### src/hdl/atifp_pkg.sv
// shared types, character codes and defaults for the ascii two-number frame parser
package atifp_pkg;

  localparam int BUFFER_BYTES_DEF = 32;
  localparam int ACC_W            = 16;
  localparam int VAL_W            = 16;

  localparam logic [7:0] CH_HASH  = 8'h23;
  localparam logic [7:0] CH_BANG  = 8'h21;
  localparam logic [7:0] CH_COMMA = 8'h2C;
  localparam logic [7:0] CH_PLUS  = 8'h2B;
  localparam logic [7:0] CH_MINUS = 8'h2D;
  localparam logic [7:0] CH_SPACE = 8'h20;
  localparam logic [7:0] CH_TAB   = 8'h09;
  localparam logic [7:0] CH_CR    = 8'h0D;
  localparam logic [7:0] CH_ZERO  = 8'h30;
  localparam logic [7:0] CH_NINE  = 8'h39;
  localparam logic [7:0] CH_NUL   = 8'h00;

  localparam logic [ACC_W-1:0] ACC_CAP = 16'd32768;
  localparam logic [VAL_W-1:0] POS_MAX = 16'd32767;

  typedef enum logic [7:0] {
    PH_WS1  = 8'b0000_0001,
    PH_SGN1 = 8'b0000_0010,
    PH_DIG1 = 8'b0000_0100,
    PH_WS2  = 8'b0000_1000,
    PH_SGN2 = 8'b0001_0000,
    PH_DIG2 = 8'b0010_0000,
    PH_DONE = 8'b0100_0000,
    PH_FAIL = 8'b1000_0000
  } phase_t;

  typedef struct packed {
    logic                    valid;
    logic                    frame_ok;
    logic signed [VAL_W-1:0] deviation_value;
    logic signed [VAL_W-1:0] mode_value;
  } result_t;

  typedef struct packed {
    logic                    in_frame;
    logic signed [VAL_W-1:0] held_deviation;
    logic signed [VAL_W-1:0] held_mode;
  } status_t;

endpackage

### src/hdl/atifp_if.sv
// valid/ready channel interfaces for received bytes and frame results
interface atifp_in_if;
  logic       valid;
  logic       ready;
  logic [7:0] rx_byte;

  modport source (output valid, output rx_byte, input ready);
  modport sink (input valid, input rx_byte, output ready);
endinterface

interface atifp_out_if;
  logic                                  valid;
  logic                                  ready;
  logic                                  frame_ok;
  logic signed [atifp_pkg::VAL_W-1:0]    deviation_value;
  logic signed [atifp_pkg::VAL_W-1:0]    mode_value;

  modport source (output valid, output frame_ok, output deviation_value,
                  output mode_value, input ready);
  modport sink (input valid, input frame_ok, input deviation_value,
                input mode_value, output ready);
endinterface

### src/hdl/atifp_in_stage.sv
// input register holding one received byte
module atifp_in_stage (
  input  logic             clk,
  input  logic             rst_n,
  atifp_in_if.sink         in_ch,
  input  logic             advance,
  output logic             s1_valid,
  output logic [7:0]       s1_byte
);

  logic       valid_r, valid_nxt;
  logic [7:0] byte_r, byte_nxt;
  logic       in_fire;

  assign in_ch.ready = !valid_r || advance;
  assign in_fire     = in_ch.valid && in_ch.ready;

  always_comb begin
    valid_nxt = valid_r;
    byte_nxt  = byte_r;
    if (in_fire) begin
      valid_nxt = 1'b1;
      byte_nxt  = in_ch.rx_byte;
    end else if (advance) begin
      valid_nxt = 1'b0;
    end
  end

  always_ff @(posedge clk) begin
    if (!rst_n) begin
      valid_r <= 1'b0;
    end else begin
      valid_r <= valid_nxt;
    end
    byte_r <= byte_nxt;
  end

  assign s1_valid = valid_r;
  assign s1_byte  = byte_r;

endmodule

### src/hdl/atifp_parser.sv
// incremental frame parser state and per-beat update logic
module atifp_parser #(
  parameter int BUFFER_BYTES = atifp_pkg::BUFFER_BYTES_DEF
) (
  input  logic                 clk,
  input  logic                 rst_n,
  input  logic                 fire,
  input  logic [7:0]           c,
  output atifp_pkg::result_t   res,
  output atifp_pkg::status_t   stat
);

  localparam int CNT_W = $clog2(BUFFER_BYTES);
  localparam logic [CNT_W-1:0] LIMIT = CNT_W'(BUFFER_BYTES - 1);

  logic                                in_frame_r, in_frame_nxt;
  logic [CNT_W-1:0]                    count_r, count_nxt;
  atifp_pkg::phase_t                   phase_r, phase_nxt;
  logic [atifp_pkg::ACC_W-1:0]         acc_r, acc_nxt;
  logic                                neg_r, neg_nxt;
  logic [atifp_pkg::VAL_W-1:0]         first_r, first_nxt;
  logic [atifp_pkg::VAL_W-1:0]         held_dev_r, held_dev_nxt;
  logic [atifp_pkg::VAL_W-1:0]         held_mode_r, held_mode_nxt;

  logic                                is_ws, is_dig, is_sign;
  logic [19:0]                         acc_sum;
  logic [atifp_pkg::ACC_W-1:0]         acc_add;
  logic [atifp_pkg::VAL_W-1:0]         cur_val;
  logic                                ok;

  assign is_ws   = (c == atifp_pkg::CH_SPACE) ||
                   (c >= atifp_pkg::CH_TAB && c <= atifp_pkg::CH_CR);
  assign is_dig  = (c >= atifp_pkg::CH_ZERO) && (c <= atifp_pkg::CH_NINE);
  assign is_sign = (c == atifp_pkg::CH_PLUS) || (c == atifp_pkg::CH_MINUS);

  // times ten as two shifts, then cap
  assign acc_sum = {1'b0, acc_r, 3'b000} + {3'b000, acc_r, 1'b0} + {16'd0, c[3:0]};
  assign acc_add = (acc_sum > {4'd0, atifp_pkg::ACC_CAP}) ? atifp_pkg::ACC_CAP
                                                          : acc_sum[15:0];

  assign cur_val = neg_r ? (16'd0 - acc_r)
                         : ((acc_r > atifp_pkg::POS_MAX) ? atifp_pkg::POS_MAX : acc_r);

  assign ok = (phase_r == atifp_pkg::PH_DIG2) || (phase_r == atifp_pkg::PH_DONE);

  always_comb begin
    in_frame_nxt  = in_frame_r;
    count_nxt     = count_r;
    phase_nxt     = phase_r;
    acc_nxt       = acc_r;
    neg_nxt       = neg_r;
    first_nxt     = first_r;
    held_dev_nxt  = held_dev_r;
    held_mode_nxt = held_mode_r;
    res           = '0;

    if (fire) begin
      if (c == atifp_pkg::CH_HASH) begin
        in_frame_nxt = 1'b1;
        count_nxt    = CNT_W'(1);
        phase_nxt    = atifp_pkg::PH_WS1;
        acc_nxt      = '0;
        neg_nxt      = 1'b0;
        first_nxt    = '0;
      end else if (!in_frame_r) begin
        count_nxt = '0;
      end else if (c == atifp_pkg::CH_BANG) begin
        if (count_r < LIMIT) begin
          if (ok) begin
            held_dev_nxt  = first_r;
            held_mode_nxt = cur_val;
          end
          res.valid           = 1'b1;
          res.frame_ok        = ok;
          res.deviation_value = ok ? first_r : held_dev_r;
          res.mode_value      = ok ? cur_val : held_mode_r;
        end
        in_frame_nxt = 1'b0;
        count_nxt    = '0;
        phase_nxt    = atifp_pkg::PH_WS1;
        acc_nxt      = '0;
        neg_nxt      = 1'b0;
        first_nxt    = '0;
      end else if (count_r < LIMIT) begin
        count_nxt = count_r + CNT_W'(1);
        if (c == atifp_pkg::CH_NUL) begin
          if (phase_r == atifp_pkg::PH_DIG2) begin
            phase_nxt = atifp_pkg::PH_DONE;
          end else if (phase_r != atifp_pkg::PH_DONE) begin
            phase_nxt = atifp_pkg::PH_FAIL;
          end
        end else begin
          case (phase_r)
            atifp_pkg::PH_WS1, atifp_pkg::PH_WS2: begin
              if (is_sign) begin
                neg_nxt   = (c == atifp_pkg::CH_MINUS);
                phase_nxt = (phase_r == atifp_pkg::PH_WS1) ? atifp_pkg::PH_SGN1
                                                           : atifp_pkg::PH_SGN2;
              end else if (is_dig) begin
                acc_nxt   = acc_add;
                phase_nxt = (phase_r == atifp_pkg::PH_WS1) ? atifp_pkg::PH_DIG1
                                                           : atifp_pkg::PH_DIG2;
              end else if (!is_ws) begin
                phase_nxt = atifp_pkg::PH_FAIL;
              end
            end
            atifp_pkg::PH_SGN1, atifp_pkg::PH_SGN2: begin
              if (is_dig) begin
                acc_nxt   = acc_add;
                phase_nxt = (phase_r == atifp_pkg::PH_SGN1) ? atifp_pkg::PH_DIG1
                                                            : atifp_pkg::PH_DIG2;
              end else begin
                phase_nxt = atifp_pkg::PH_FAIL;
              end
            end
            atifp_pkg::PH_DIG1: begin
              if (is_dig) begin
                acc_nxt = acc_add;
              end else if (c == atifp_pkg::CH_COMMA) begin
                first_nxt = cur_val;
                acc_nxt   = '0;
                neg_nxt   = 1'b0;
                phase_nxt = atifp_pkg::PH_WS2;
              end else begin
                phase_nxt = atifp_pkg::PH_FAIL;
              end
            end
            atifp_pkg::PH_DIG2: begin
              if (is_dig) begin
                acc_nxt = acc_add;
              end else begin
                phase_nxt = atifp_pkg::PH_DONE;
              end
            end
            default: begin
            end
          endcase
        end
      end else begin
        // frame overflow, dropped
        in_frame_nxt = 1'b0;
        count_nxt    = '0;
        phase_nxt    = atifp_pkg::PH_WS1;
        acc_nxt      = '0;
        neg_nxt      = 1'b0;
        first_nxt    = '0;
      end
    end
  end

  always_ff @(posedge clk) begin
    if (!rst_n) begin
      in_frame_r  <= 1'b0;
      count_r     <= '0;
      phase_r     <= atifp_pkg::PH_WS1;
      acc_r       <= '0;
      neg_r       <= 1'b0;
      first_r     <= '0;
      held_dev_r  <= '0;
      held_mode_r <= '0;
    end else begin
      in_frame_r  <= in_frame_nxt;
      count_r     <= count_nxt;
      phase_r     <= phase_nxt;
      acc_r       <= acc_nxt;
      neg_r       <= neg_nxt;
      first_r     <= first_nxt;
      held_dev_r  <= held_dev_nxt;
      held_mode_r <= held_mode_nxt;
    end
  end

  assign stat.in_frame       = in_frame_r;
  assign stat.held_deviation = held_dev_r;
  assign stat.held_mode      = held_mode_r;

endmodule

### src/hdl/atifp_out_stage.sv
// result register driving the output channel
module atifp_out_stage (
  input  logic               clk,
  input  logic               rst_n,
  input  atifp_pkg::result_t res,
  output logic               advance,
  atifp_out_if.source        out_ch
);

  logic               valid_r, valid_nxt;
  atifp_pkg::result_t data_r, data_nxt;

  assign advance = !valid_r || out_ch.ready;

  always_comb begin
    valid_nxt = valid_r;
    data_nxt  = data_r;
    if (advance) begin
      valid_nxt = res.valid;
      data_nxt  = res;
    end
  end

  always_ff @(posedge clk) begin
    if (!rst_n) begin
      valid_r <= 1'b0;
    end else begin
      valid_r <= valid_nxt;
    end
    data_r <= data_nxt;
  end

  assign out_ch.valid           = valid_r;
  assign out_ch.frame_ok        = data_r.frame_ok;
  assign out_ch.deviation_value = data_r.deviation_value;
  assign out_ch.mode_value      = data_r.mode_value;

endmodule

### src/hdl/ascii_two_int_frame_parser_top.sv
// top level of the ascii two-number frame parser
// a closing '!' beat's result passes through the input register and then the result register
// throughput: one byte per cycle while the output channel is ready, with the parser update
// combinational between the input register and the result register
// reset: synchronous active-low rst_n clears the valid flags of both stages,
// the open frame and the held values to zero and returns the parser phase to PH_WS1
module ascii_two_int_frame_parser_top #(
  parameter int BUFFER_BYTES = atifp_pkg::BUFFER_BYTES_DEF
) (
  input  logic        clk,
  input  logic        rst_n,
  atifp_in_if.sink    in_ch,
  atifp_out_if.source out_ch
);

  logic               advance;
  logic               s1_valid;
  logic [7:0]         s1_byte;
  logic               s1_fire;
  atifp_pkg::result_t res;
  atifp_pkg::status_t stat;

  assign s1_fire = s1_valid && advance;

  atifp_in_stage u_in (
    .clk      (clk),
    .rst_n    (rst_n),
    .in_ch    (in_ch),
    .advance  (advance),
    .s1_valid (s1_valid),
    .s1_byte  (s1_byte)
  );

  atifp_parser #(
    .BUFFER_BYTES (BUFFER_BYTES)
  ) u_parser (
    .clk   (clk),
    .rst_n (rst_n),
    .fire  (s1_fire),
    .c     (s1_byte),
    .res   (res),
    .stat  (stat)
  );

  atifp_out_stage u_out (
    .clk     (clk),
    .rst_n   (rst_n),
    .res     (res),
    .advance (advance),
    .out_ch  (out_ch)
  );

  // a stalled byte stays put in the input register
  a_s1_hold: assert property (@(posedge clk) disable iff (!rst_n)
    (s1_valid && !advance) |=> (s1_valid && $stable(s1_byte)))
    else $error("input register changed while stalled");

  // a failed frame reports the unchanged held values
  a_fail_held: assert property (@(posedge clk) disable iff (!rst_n)
    (res.valid && !res.frame_ok) |->
      (res.deviation_value == stat.held_deviation && res.mode_value == stat.held_mode))
    else $error("failed frame altered reported values");

  // a result only comes from an open frame
  a_res_in_frame: assert property (@(posedge clk) disable iff (!rst_n)
    res.valid |-> (stat.in_frame && s1_fire))
    else $error("result outside an open frame");

  // a successful frame's values are the ones held afterwards
  a_ok_held: assert property (@(posedge clk) disable iff (!rst_n)
    (res.valid && res.frame_ok) |=>
      (stat.held_deviation == $past(res.deviation_value) &&
       stat.held_mode == $past(res.mode_value)))
    else $error("held values not updated by successful frame");

endmodule
### src/flat_wrapper.sv
// flat-port wrapper written by rule: the top's interface ports become plain ports
module ascii_two_int_frame_parser_top_flat 
#(
  parameter int BUFFER_BYTES = atifp_pkg::BUFFER_BYTES_DEF
)
  (clk, rst_n, in_ch_valid, in_ch_rx_byte, in_ch_ready, out_ch_valid, out_ch_frame_ok, out_ch_deviation_value, out_ch_mode_value, out_ch_ready);
  atifp_in_if in_ch_i ();
  atifp_out_if out_ch_i ();
  input  logic clk;
  input  logic rst_n;
  input wire logic [$bits(in_ch_i.valid)-1:0] in_ch_valid;
  input wire logic [$bits(in_ch_i.rx_byte)-1:0] in_ch_rx_byte;
  output wire logic [$bits(in_ch_i.ready)-1:0] in_ch_ready;
  output wire logic [$bits(out_ch_i.valid)-1:0] out_ch_valid;
  output wire logic [$bits(out_ch_i.frame_ok)-1:0] out_ch_frame_ok;
  output wire logic [$bits(out_ch_i.deviation_value)-1:0] out_ch_deviation_value;
  output wire logic [$bits(out_ch_i.mode_value)-1:0] out_ch_mode_value;
  input wire logic [$bits(out_ch_i.ready)-1:0] out_ch_ready;
  assign in_ch_i.valid = in_ch_valid;
  assign in_ch_i.rx_byte = in_ch_rx_byte;
  assign in_ch_ready = in_ch_i.ready;
  assign out_ch_valid = out_ch_i.valid;
  assign out_ch_frame_ok = out_ch_i.frame_ok;
  assign out_ch_deviation_value = out_ch_i.deviation_value;
  assign out_ch_mode_value = out_ch_i.mode_value;
  assign out_ch_i.ready = out_ch_ready;
  ascii_two_int_frame_parser_top #(.BUFFER_BYTES(BUFFER_BYTES)) u_core (.clk(clk), .rst_n(rst_n), .in_ch(in_ch_i), .out_ch(out_ch_i));
endmodule
### config.mk
export PLATFORM = sky130hd
export DESIGN_NAME = ascii_two_int_frame_parser_top_flat
export DESIGN_NICKNAME = d
export VERILOG_FILES = /design/src/hdl/atifp_pkg.sv /design/src/hdl/atifp_if.sv /design/src/hdl/atifp_in_stage.sv /design/src/hdl/atifp_parser.sv /design/src/hdl/atifp_out_stage.sv /design/src/hdl/ascii_two_int_frame_parser_top.sv /design/src/flat_wrapper.sv
export SDC_FILE = /design/constraint.sdc
export NUM_CORES = 1
export LEC_CHECK = 0
export ABC_AREA = 1
export ABC_CLOCK_PERIOD_IN_PS = 7000
export BUFFER_PORTS_ARGS = -buffer_cell sky130_fd_sc_hd__buf_2
export CAP_MARGIN = 30
export CORE_UTILIZATION = 30
export CTS_CLUSTER_DIAMETER = 120
export DETAILED_ROUTE_END_ITERATION = 10
export PLACE_DENSITY = 0.55
export SLEW_MARGIN = 20
export SYNTH_ARGS = -nofsm -noshare
export SYNTH_HDL_FRONTEND = slang
export SYNTH_HIERARCHICAL = 1
export SYNTH_SLANG_ARGS = --single-unit
export TNS_END_PERCENT = 20
### constraint.sdc
create_clock -name clk -period 7 [get_ports clk]
set_input_delay 0.35 -clock clk [delete_from_list [all_inputs] [get_ports clk]]
set_output_delay 0.35 -clock clk [all_outputs]
set_load 0.1 [all_outputs]
==> impl_results.md, run 1 <==
* Crit. End Element: flip-flop
* Die width at 157.4 um
* Maximum VDD drop at 144.9 uV
* Gr usage total at 0.1495
* HP Start: in_ch_rx_byte[4]
* Starting Density at 0.3076
* CTS Buf Count at 17
* Vias in the first global route at 5858
* Kind of critical path: flip-flop to flip-flop
* Synth-to-layout area growth at 15.48%
* Max-Cap Viols at 0
* I/O Pins at 47
* Final nets at 1107
* Final setup violation count at 0
* Layout cells sized above 1 at 0.1259
* DP HPWL at 13.06 mm
* Number of DRC markers in iteration 0 at 343
* Static Leak at 3.934 nW
* Hold Fails Final Rpt at 0
* Root Driver: clkbuf_16
* H-Tree Depth at 4
* Unrepaired setup endpoints after global routing: false
* Placeable Area at 23540 sq um
* # DRC at 0
* # diodes at 0
* Clk buf depth at 2
* Setup TNS at 0 ns
* ANT nets after route at 0
* Hold path depth at 1
* Tot Pwr at 1.717 mW
* CP required at 7.35 ns
* Synthesized instance count at 1021
* CP arrival at 3.39 ns
* Post-CTS sizing at 0
* Routed wire length at 17.71 mm
* Pre-antenna DRT Iters at 5
* Port bufs at 46
* PD cells at 205.3 nW/um^2
* Filler Cell Count at 2574
* Outcome: finished clean
* Area occupied by multi-input gates at 3741 sq um
* Crit-path max FO at 16
* Worst skew pair latency at 0.42 ns
* Fmax at 328.6 MHz
* CTS Hold Bufs at 0
* Hold Path Class: primary input to flip-flop
* Post-CTS setup buffers at 0
* Reg-to-Reg Start: u_core/u_parser/acc_r[2]$_SDFFE_PN0P_
* Grt total ovfl at 0
* Clock sinks at 122
* Slew Limit Fails at 0
* Mean post-synth cell area at 7.093 sq um
* Clk_skew at 0.006478 ns
* R2r setup slk at 3.96 ns
* WHS Endpoint: u_core/u_in/s1_byte[4]$_DFFE_PP_
* Rel. slew slack at 0.5165
* Worst slew pin tran at 0.7252 ns
* CTS tree: done
* Syn. warnings at 6
* First-pass GRT wire length at 29.01 mm
* Mapped cell area at 7242 sq um
* DIE AREA at 24770 sq um
* Largest net degree at the start of global routing at 48
* Critical Path Source Type: flip-flop
* Drt wl/cell at 12.73 um
* Initial antenna violation count at 0
* Row Count at 56
* Vias per inst at 4.659
* Register area at 2853 sq um
* Vias at 6481
* Final Wtd Congestion at 0.8717
* Worst-case reg-to-reg path depth at 16
* Final min period at 3.043 ns
* CTS clk-pin slew, worst paths at 0.06 ns
* Post-synth net total at 1069
* R2r endpoint: u_core/u_parser/acc_r[13]$_SDFFE_PN0P_
* Die height at 157.4 um
* Tcrit/Tclk final at 0.4347
## worst max-delay path by stage
stage	start	end	slack (ns)	cells past startpoint
global placement	u_core/u_parser/acc_r[2]$_SDFFE_PN0P_	u_core/u_parser/acc_r[15]$_SDFFE_PN0P_	3.99	17
floorplan	u_core/u_out/out_ch.valid$_SDFFE_PN0P_	u_core/u_parser/acc_r[15]$_SDFFE_PN0P_	4.04	11
global route	u_core/u_parser/acc_r[0]$_SDFFE_PN0P_	u_core/u_parser/acc_r[12]$_SDFFE_PN0P_	3.60	16
finish	u_core/u_parser/acc_r[2]$_SDFFE_PN0P_	u_core/u_parser/acc_r[13]$_SDFFE_PN0P_	3.96	16
CTS	u_core/u_parser/acc_r[2]$_SDFFE_PN0P_	u_core/u_parser/acc_r[3]$_SDFFE_PN0P_	3.94	16
detailed placement	u_core/u_parser/acc_r[2]$_SDFFE_PN0P_	u_core/u_parser/acc_r[15]$_SDFFE_PN0P_	3.96	17
## metal layers
metal,global-route usage,up-vias,share of wire
met5,0,-,0
met2,0.2362,125,0.45
li1,-,3389,-
met3,0.02974,13,0.038
met4,0.04669,0,0.010
met1,0.2035,2954,0.50
## worst max-delay path, cell delays in order, from the launching register on
cell,delay (ns)
dfxtp_1,0.44
inv_1,0.15
fa_1,0.51
fa_1,0.45
inv_1,0.11
nand2_1,0.07
nand2_1,0.06
nand3_1,0.09
nand2_1,0.11
nand3_1,0.09
nand2_1,0.07
nand2_1,0.04
nand2_1,0.08
nand2_1,0.08
nor2_4,0.33
nand3_1,0.14
a21oi_1,0.14
## power by group
part / switching, mW / total (mW) / internal (mW)
sequential: 0.00669 / 0.742 / 0.735
clock: 0.325 / 0.920 / 0.595
combinational: 0.0385 / 0.0552 / 0.0167
total: 0.370 / 1.72 / 1.35
## area by class of cell
type,instances,area share
inverters,130,0.05835
clock buffers,17,0.05087
well taps,319,0.04773
multi-input cells,738,0.4473
clock inverters,15,0.02349
flip-flops and latches,122,0.3411
repair buffers,50,0.03112
## through the flow
| step | setup slack [ns] | instances | instance area (sq um) | utilization | hold WS (ns) |
|---|---|---|---|---|---|
| floorplan | 4.039 | 1021 | 7242 | - | 0.4398 |
| global placement | 3.988 | 1359 | 7741 | 0.3288 | 0.4476 |
| detailed placement | 3.960 | 1359 | 7741 | 0.3288 | 0.4548 |
| CTS | 3.943 | 1391 | 8363 | 0.3552 | 0.08957 |
| global route | 3.598 | 1391 | 8363 | 0.3552 | 0.08964 |
| finish | 3.957 | 1391 | 8363 | 0.3552 | 0.1076 |
## layout by cell type, fill, tap and decap left out, drive strengths merged
master	n
nand2	287
nor2	134
inv	131
a21oi	92
dfxtp	81
nand3	80
buf	50
edfxtp	41
ha	34
o21ai	31
clkbuf	17
nor3	13
nand4	13
or2	9
xor2	8
clkinv	8
o31ai	7
o21a	7
bufinv	4
a31oi	4
xnor2	3
nand3b	3
clkinvlp	2
o211ai	2
and2	2
a221oi	2
fa	2
nor4	1
or3	1
a21o	1
o211a	1
a211oi	1
## registers in the layout, indices dropped and copies added, names as in the netlist
register,count
u_core/u_out/out_ch.mode_value,16
u_core/u_out/out_ch.deviation_value,16
u_core/u_parser/count_r,5
u_core/u_in/s1_byte,8
u_core/u_parser/held_mode_r,16
u_core/u_parser/acc_r,16
u_core/u_parser/first_r,16
u_core/u_parser/neg_r,1
u_core/u_out/out_ch.frame_ok,1
u_core/u_parser/held_dev_r,16
u_core/u_parser/phase_r,8
u_core/u_in/s1_valid,1
u_core/u_out/out_ch.valid,1
u_core/u_parser/in_frame_r,1
Note: power is estimated with default switching activity, not from simulation.
==> run 2, diff against run 1 <==
--- a/config.mk
+++ b/config.mk
@@ -5,8 +5,8 @@
 export SDC_FILE = /design/constraint.sdc
 export NUM_CORES = 1
 export LEC_CHECK = 0
-export ABC_AREA = 1
-export ABC_CLOCK_PERIOD_IN_PS = 7000
+export ABC_AREA = 0
+export ABC_CLOCK_PERIOD_IN_PS = 3100
 export BUFFER_PORTS_ARGS = -buffer_cell sky130_fd_sc_hd__buf_2
 export CAP_MARGIN = 30
 export CORE_UTILIZATION = 30
==> constraint.sdc (replaced) <==
create_clock -name clk -period 3.1 [get_ports clk]
set_input_delay 0.155 -clock clk [delete_from_list [all_inputs] [get_ports clk]]
set_output_delay 0.155 -clock clk [all_outputs]
set_load 0.1 [all_outputs]
==> impl_results.md, run 2 <==
* DP HPWL at 12.78 mm
* Commonest non-fill, non-tap cells in the layout: 163 x nand2_1, 105 x a21oi_1, 79 x dfxtp_1, 78 x buf_4, 77 x nor2_1
* PD cells at 432.2 nW/um^2
* Starting Density at 0.3103
* Mapped cell area at 6857 sq um
* Gr usage total at 0.1590
* Area occupied by multi-input gates at 3910 sq um
* CP required at 3.43 ns
* Final worst slack at -0.01183 ns
* Failing checks: negative setup slack
* Kind of critical path: flip-flop to flip-flop
* Buf+Inv Stages, Crit Path at 3
* Tot Pwr at 3.771 mW
* Clk_skew at 0.01109 ns
* Crit-path max FO at 10
* Clock sinks at 122
* Final min period at 3.112 ns
* Clk buf depth at 2
* CTS Buf Count at 17
* CTS clk-pin slew, worst paths at 0.05 ns
* Vias per inst at 5.166
* ANT nets after route at 0
* Hold Fails Final Rpt at 0
* Critical Path Source Type: flip-flop
* Grt total ovfl at 0
* Max incr delay on CP at 0.43 ns
* CP arrival at 3.44 ns
* Placeable Area at 22090 sq um
* Worst skew pair latency at 0.42 ns
* Largest net degree at the start of global routing at 60
* Filler Cell Count at 2239
* Final setup violation count at 5
* Hold Path Class: primary input to flip-flop
* I/O Pins at 47
* Routed wire length at 18.16 mm
* Vias in the first global route at 5894
* Post-synth net total at 875
* Number of DRC markers in iteration 0 at 358
* Crit. End Element: flip-flop
* CTS tree: done
* Layout cells sized above 1 at 0.2145
* Register area at 2855 sq um
* Worst slew pin tran at 0.7162 ns
* Rel. slew slack at 0.5226
* Pre-antenna DRT Iters at 5
* Drt wl/cell at 14.75 um
* Maximum VDD drop at 353.0 uV
* Initial antenna violation count at 0
* Final Wtd Congestion at 0.8457
* Delay-heaviest family, CP: compound AO/OA/AOI/OAI gates
* Die height at 153.2 um
* Final nets at 985
* Setup TNS at -0.03397 ns
* Syn. warnings at 6
* Outcome: complete, but fails checks
* First-pass GRT wire length at 29.97 mm
* Die width at 153.2 um
* # diodes at 0
* Synth-to-layout area growth at 27.26%
* Slew Limit Fails at 0
* H-Tree Depth at 4
* CP Cell Sequence: ha_4 -> ha_2 -> inv_1 -> fa_2 -> nor2b_4 -> o31ai_4 -> a21o_1 -> buf_4 -> a21o_1 -> a2111oi_4 -> a31oi_2 -> buf_6 -> o31ai_2
* Slowest cell on crit path: edfxtp_1
* Synthesized instance count at 828
* Row Count at 54
* Static Leak at 3.439 nW
* DIE AREA at 23460 sq um
* Mean post-synth cell area at 8.281 sq um
* # DRC at 0
* Port bufs at 46
* Most frequent CP cell: a21o_1
* Max-Cap Viols at 0
* Root Driver: clkbuf_16
* Vias at 6359
* Unrepaired setup endpoints after global routing: true
* Commonest non-fill, non-tap cell in the layout: nand2_1
* Tcrit/Tclk final at 1.004
* Fmax at 321.4 MHz
==> run 2: layout make-up <==
cell class / instances / area share
clock buffers: 22 / 0.05205
clock inverters: 10 / 0.01663
inverters: 22 / 0.009464
flip-flops and latches: 122 / 0.3272
multi-input cells: 640 / 0.4481
well taps: 280 / 0.04015
repair buffers: 135 / 0.1064
==> run 2: power by group <==
group	switching [mW]	internal, mW
clock	0.717	1.29
combinational	0.0565	0.0428
sequential	0.00961	1.66
==> run 2: final timing paths <==
check                                               from                                           to  slack, ns  depth (start not counted)
max reg2reg             u_core/u_in/s1_byte[2]$_DFFE_PP_        u_core/u_parser/acc_r[2]$_SDFFE_PN0P_      -0.01                         13
min                                                rst_n      u_core/u_parser/phase_r[0]$_SDFFE_PN1P_       0.09                          2
max                     u_core/u_in/s1_byte[2]$_DFFE_PP_        u_core/u_parser/acc_r[2]$_SDFFE_PN0P_      -0.01                         13
min reg2reg  u_core/u_parser/held_dev_r[12]$_SDFFE_PN0P_  u_core/u_parser/held_dev_r[12]$_SDFFE_PN0P_       0.45                          2
==> run 2: through the flow <==
step	instances	setup slack, ns	cell area, sq um	hold WS [ns]	utilization
finish	1231	-0.01183	8726	0.08931	0.3949
global route	1231	-0.1713	8726	0.08489	0.3949
CTS	1230	-0.05152	8626	0.06358	0.3904
detailed placement	1188	-0.2442	7868	0.3331	0.3561
global placement	1188	-0.1687	7864	0.3336	0.3559
floorplan	828	-0.03308	6884	0.2439	-
==> run 2: what timing repair did <==
| item | 4_1_cts | 5_1_grt |
|---|---|---|
| setup buffers | 1 | 1 |
| gates cloned | 0 | 0 |
| hold endpoints to repair | 9 | 0 |
| resized for setup | 15 | 15 |
| endpoints found under the setup margin | 15 | 16 |
| pin swaps | 5 | 4 |
| hold buffers | 9 | 0 |
==> run 2: routing by layer <==
metal  wire length, um  track usage
met1              8949       0.2198
met2              8180       0.2427
met3               700      0.03261
met4               325      0.05916
met5                 0            0
==> run 3, diff against run 2 <==
--- a/config.mk
+++ b/config.mk
@@ -9,10 +9,12 @@
 export ABC_CLOCK_PERIOD_IN_PS = 3100
 export BUFFER_PORTS_ARGS = -buffer_cell sky130_fd_sc_hd__buf_2
 export CAP_MARGIN = 30
+export CELL_PAD_IN_SITES_DETAIL_PLACEMENT = 1
+export CELL_PAD_IN_SITES_GLOBAL_PLACEMENT = 1
 export CORE_UTILIZATION = 30
 export CTS_CLUSTER_DIAMETER = 120
 export DETAILED_ROUTE_END_ITERATION = 10
-export PLACE_DENSITY = 0.55
+export PLACE_DENSITY = 0.66
 export SLEW_MARGIN = 20
 export SYNTH_ARGS = -nofsm -noshare
 export SYNTH_HDL_FRONTEND = slang
==> constraint.sdc (replaced) <==
create_clock -name clk -period 3.1 [get_ports clk]
set_input_delay 0.31 -clock clk [delete_from_list [all_inputs] [get_ports clk]]
set_output_delay 0.31 -clock clk [all_outputs]
set_load 0.1 [all_outputs]
==> impl_results.md, run 3 (synthesis gave the netlist of run 2 again) <==
* Outcome: complete, but fails checks
* Failing checks: negative setup slack
* CTS Buf Count at 17
* Initial antenna violation count at 0
* Final worst slack at -0.1471 ns
* Maximum VDD drop at 287.8 uV
* Port bufs at 46
* ANT nets after route at 0
* Slowest cell on crit path: fa_2
* DIE AREA at 23460 sq um
* Crit. End Element: flip-flop
* H-Tree Depth at 4
* Final nets at 988
* First-pass GRT wire length at 33.44 mm
* CP Cell Sequence: inv_2 -> fa_2 -> buf_4 -> fa_2 -> nor2b_4 -> o31ai_2 -> a21o_1 -> buf_4 -> a211o_1 -> a2111oi_2 -> nand2_1 -> buf_6 -> o31ai_2
* Buf+Inv Stages, Crit Path at 4
* CP required at 3.43 ns
* Root Driver: clkbuf_16
* Row Count at 54
* CTS Hold Bufs at 0
* Worst skew pair latency at 0.42 ns
* Kind of critical path: flip-flop to flip-flop
* DP HPWL at 14.35 mm
* Slew Limit Fails at 0
* Filler Cell Count at 2632
* Area occupied by multi-input gates at 3885 sq um
* Clk_skew at 0.007704 ns
* Max incr delay on CP at 0.45 ns
* Starting Density at 0.3103
* Largest net degree at the start of global routing at 60
* Layout cells sized above 1 at 0.2296
* # DRC at 0
* Final setup violation count at 14
* Clk buf depth at 2
* Placeable Area at 22090 sq um
* Die width at 153.2 um
* Routed wire length at 19.95 mm
* Vias per inst at 5.182
* Drt wl/cell at 16.16 um
* Static Leak at 3.458 nW
* Final Wtd Congestion at 0.8124
* Gr usage total at 0.1767
* Critical Path Source Type: flip-flop
* Worst slew pin tran at 0.7342 ns
* # diodes at 0
* Fmax at 308.0 MHz
* Die height at 153.2 um
* Pre-antenna DRT Iters at 4
* Vias at 6395
* Hold Slack at 0.06380 ns
* Number of DRC markers in iteration 0 at 265
* Max-Cap Viols at 0
* Hold Fails Final Rpt at 0
* CP arrival at 3.58 ns
* Tcrit/Tclk final at 1.047
* Unrepaired setup endpoints after global routing: true
* Final min period at 3.247 ns
* CTS clk-pin slew, worst paths at 0.06 ns
* Rel. slew slack at 0.5105
* Delay-heaviest family, CP: compound AO/OA/AOI/OAI gates
* PD cells at 417.8 nW/um^2
* Register area at 2856 sq um
* Hold Path Class: primary input to flip-flop
* Clock sinks at 122
* CTS tree: done
* Crit-path max FO at 11
* Commonest non-fill, non-tap cell in the layout: nand2_1
* Commonest non-fill, non-tap cells in the layout: 163 x nand2_1, 106 x a21oi_1, 88 x buf_4, 78 x dfxtp_1, 77 x nor2_1
* Vias in the first global route at 6459
* Grt total ovfl at 0
* Synth-to-layout area growth at 26.53%
* I/O Pins at 47
* Final core occ at 0.3927
==> run 3: cell types whose count changed in the layout (fill, tap and decap cells not counted), moves of 3 or more <==
cell / delta
buf_4: +10
clkbuf_1: -4
dlygate4sd3_1: -9
inv_6: +6
inv_8: +3
bufinv_16: -3
==> run 3: cell type report <==
class | instances | share of cell area
well taps | 280 | 0.04038
inverters | 22 | 0.009518
clock inverters | 15 | 0.01514
clock buffers | 17 | 0.04903
flip-flops and latches | 122 | 0.3292
multi-input cells | 640 | 0.4478
repair buffers | 138 | 0.1089
==> run 3: path summary, 6_finish.rpt <==
path / start / to / slack, ns / cells past startpoint
max: u_core/u_in/s1_byte[3]$_DFFE_PP_ / u_core/u_parser/acc_r[7]$_SDFFE_PN0P_ / -0.15 / 13
min: in_ch_rx_byte[5] / u_core/u_in/s1_byte[5]$_DFFE_PP_ / 0.06 / 1
max reg2reg: u_core/u_in/s1_byte[3]$_DFFE_PP_ / u_core/u_parser/acc_r[7]$_SDFFE_PN0P_ / -0.15 / 13
min reg2reg: u_core/u_parser/held_dev_r[0]$_SDFFE_PN0P_ / u_core/u_parser/held_dev_r[0]$_SDFFE_PN0P_ / 0.45 / 2
==> run 3: where the power goes <==
part / internal, mW / switching [mW] / total (mW)
Sequential: 1.65 / 0.00908 / 1.66
Combinational: 0.0355 / 0.0569 / 0.0924
Clock: 1.05 / 0.815 / 1.87
Total: 2.74 / 0.881 / 3.62
==> run 3: per-layer routing <==
metal | up-vias | global-route usage | share of wire
met1 | 3077 | 0.2374 | 0.50
met4 | 0 | 0.04858 | 0.0085
met5 | - | 0 | 0
li1 | 3215 | - | -
met3 | 16 | 0.02949 | 0.025
met2 | 87 | 0.2914 | 0.46
==> run 3: timing repair <==
action,4_1_cts,5_1_grt
endpoints found under the setup margin,15,16
buffers inserted,5,1
pin swaps,6,7
gates cloned,1,0
gates resized for setup,15,19
==> run 3: per-stage QoR <==
step | setup slack, ns | area, sq um | TNS (ns) | total power, mW | std cells
3_5_place_dp | -0.2425 | 7933 | -2.644 | 1.788 | 1195
5_1_grt | -0.3266 | 8676 | -3.653 | 3.764 | 1234
2_1_floorplan | -0.03308 | 6884 | -0.1806 | 1.750 | 828
3_3_place_gp | -0.2148 | 7929 | -2.008 | 1.786 | 1195
4_1_cts | -0.09691 | 8579 | -0.8999 | 3.676 | 1233
6_report | -0.1471 | 8676 | -1.207 | 3.625 | 1234
==> run 3: worst reg2reg max path, stage by stage (launching register included) <==
cell and delay (ns):
edfxtp_1 0.39, inv_2 0.09, fa_2 0.45, buf_4 0.15, fa_2 0.36, nor2b_4 0.14, o31ai_2 0.09, a21o_1 0.21
buf_4 0.14, a211o_1 0.33, a2111oi_2 0.30, nand2_1 0.11, buf_6 0.17, o31ai_2 0.23
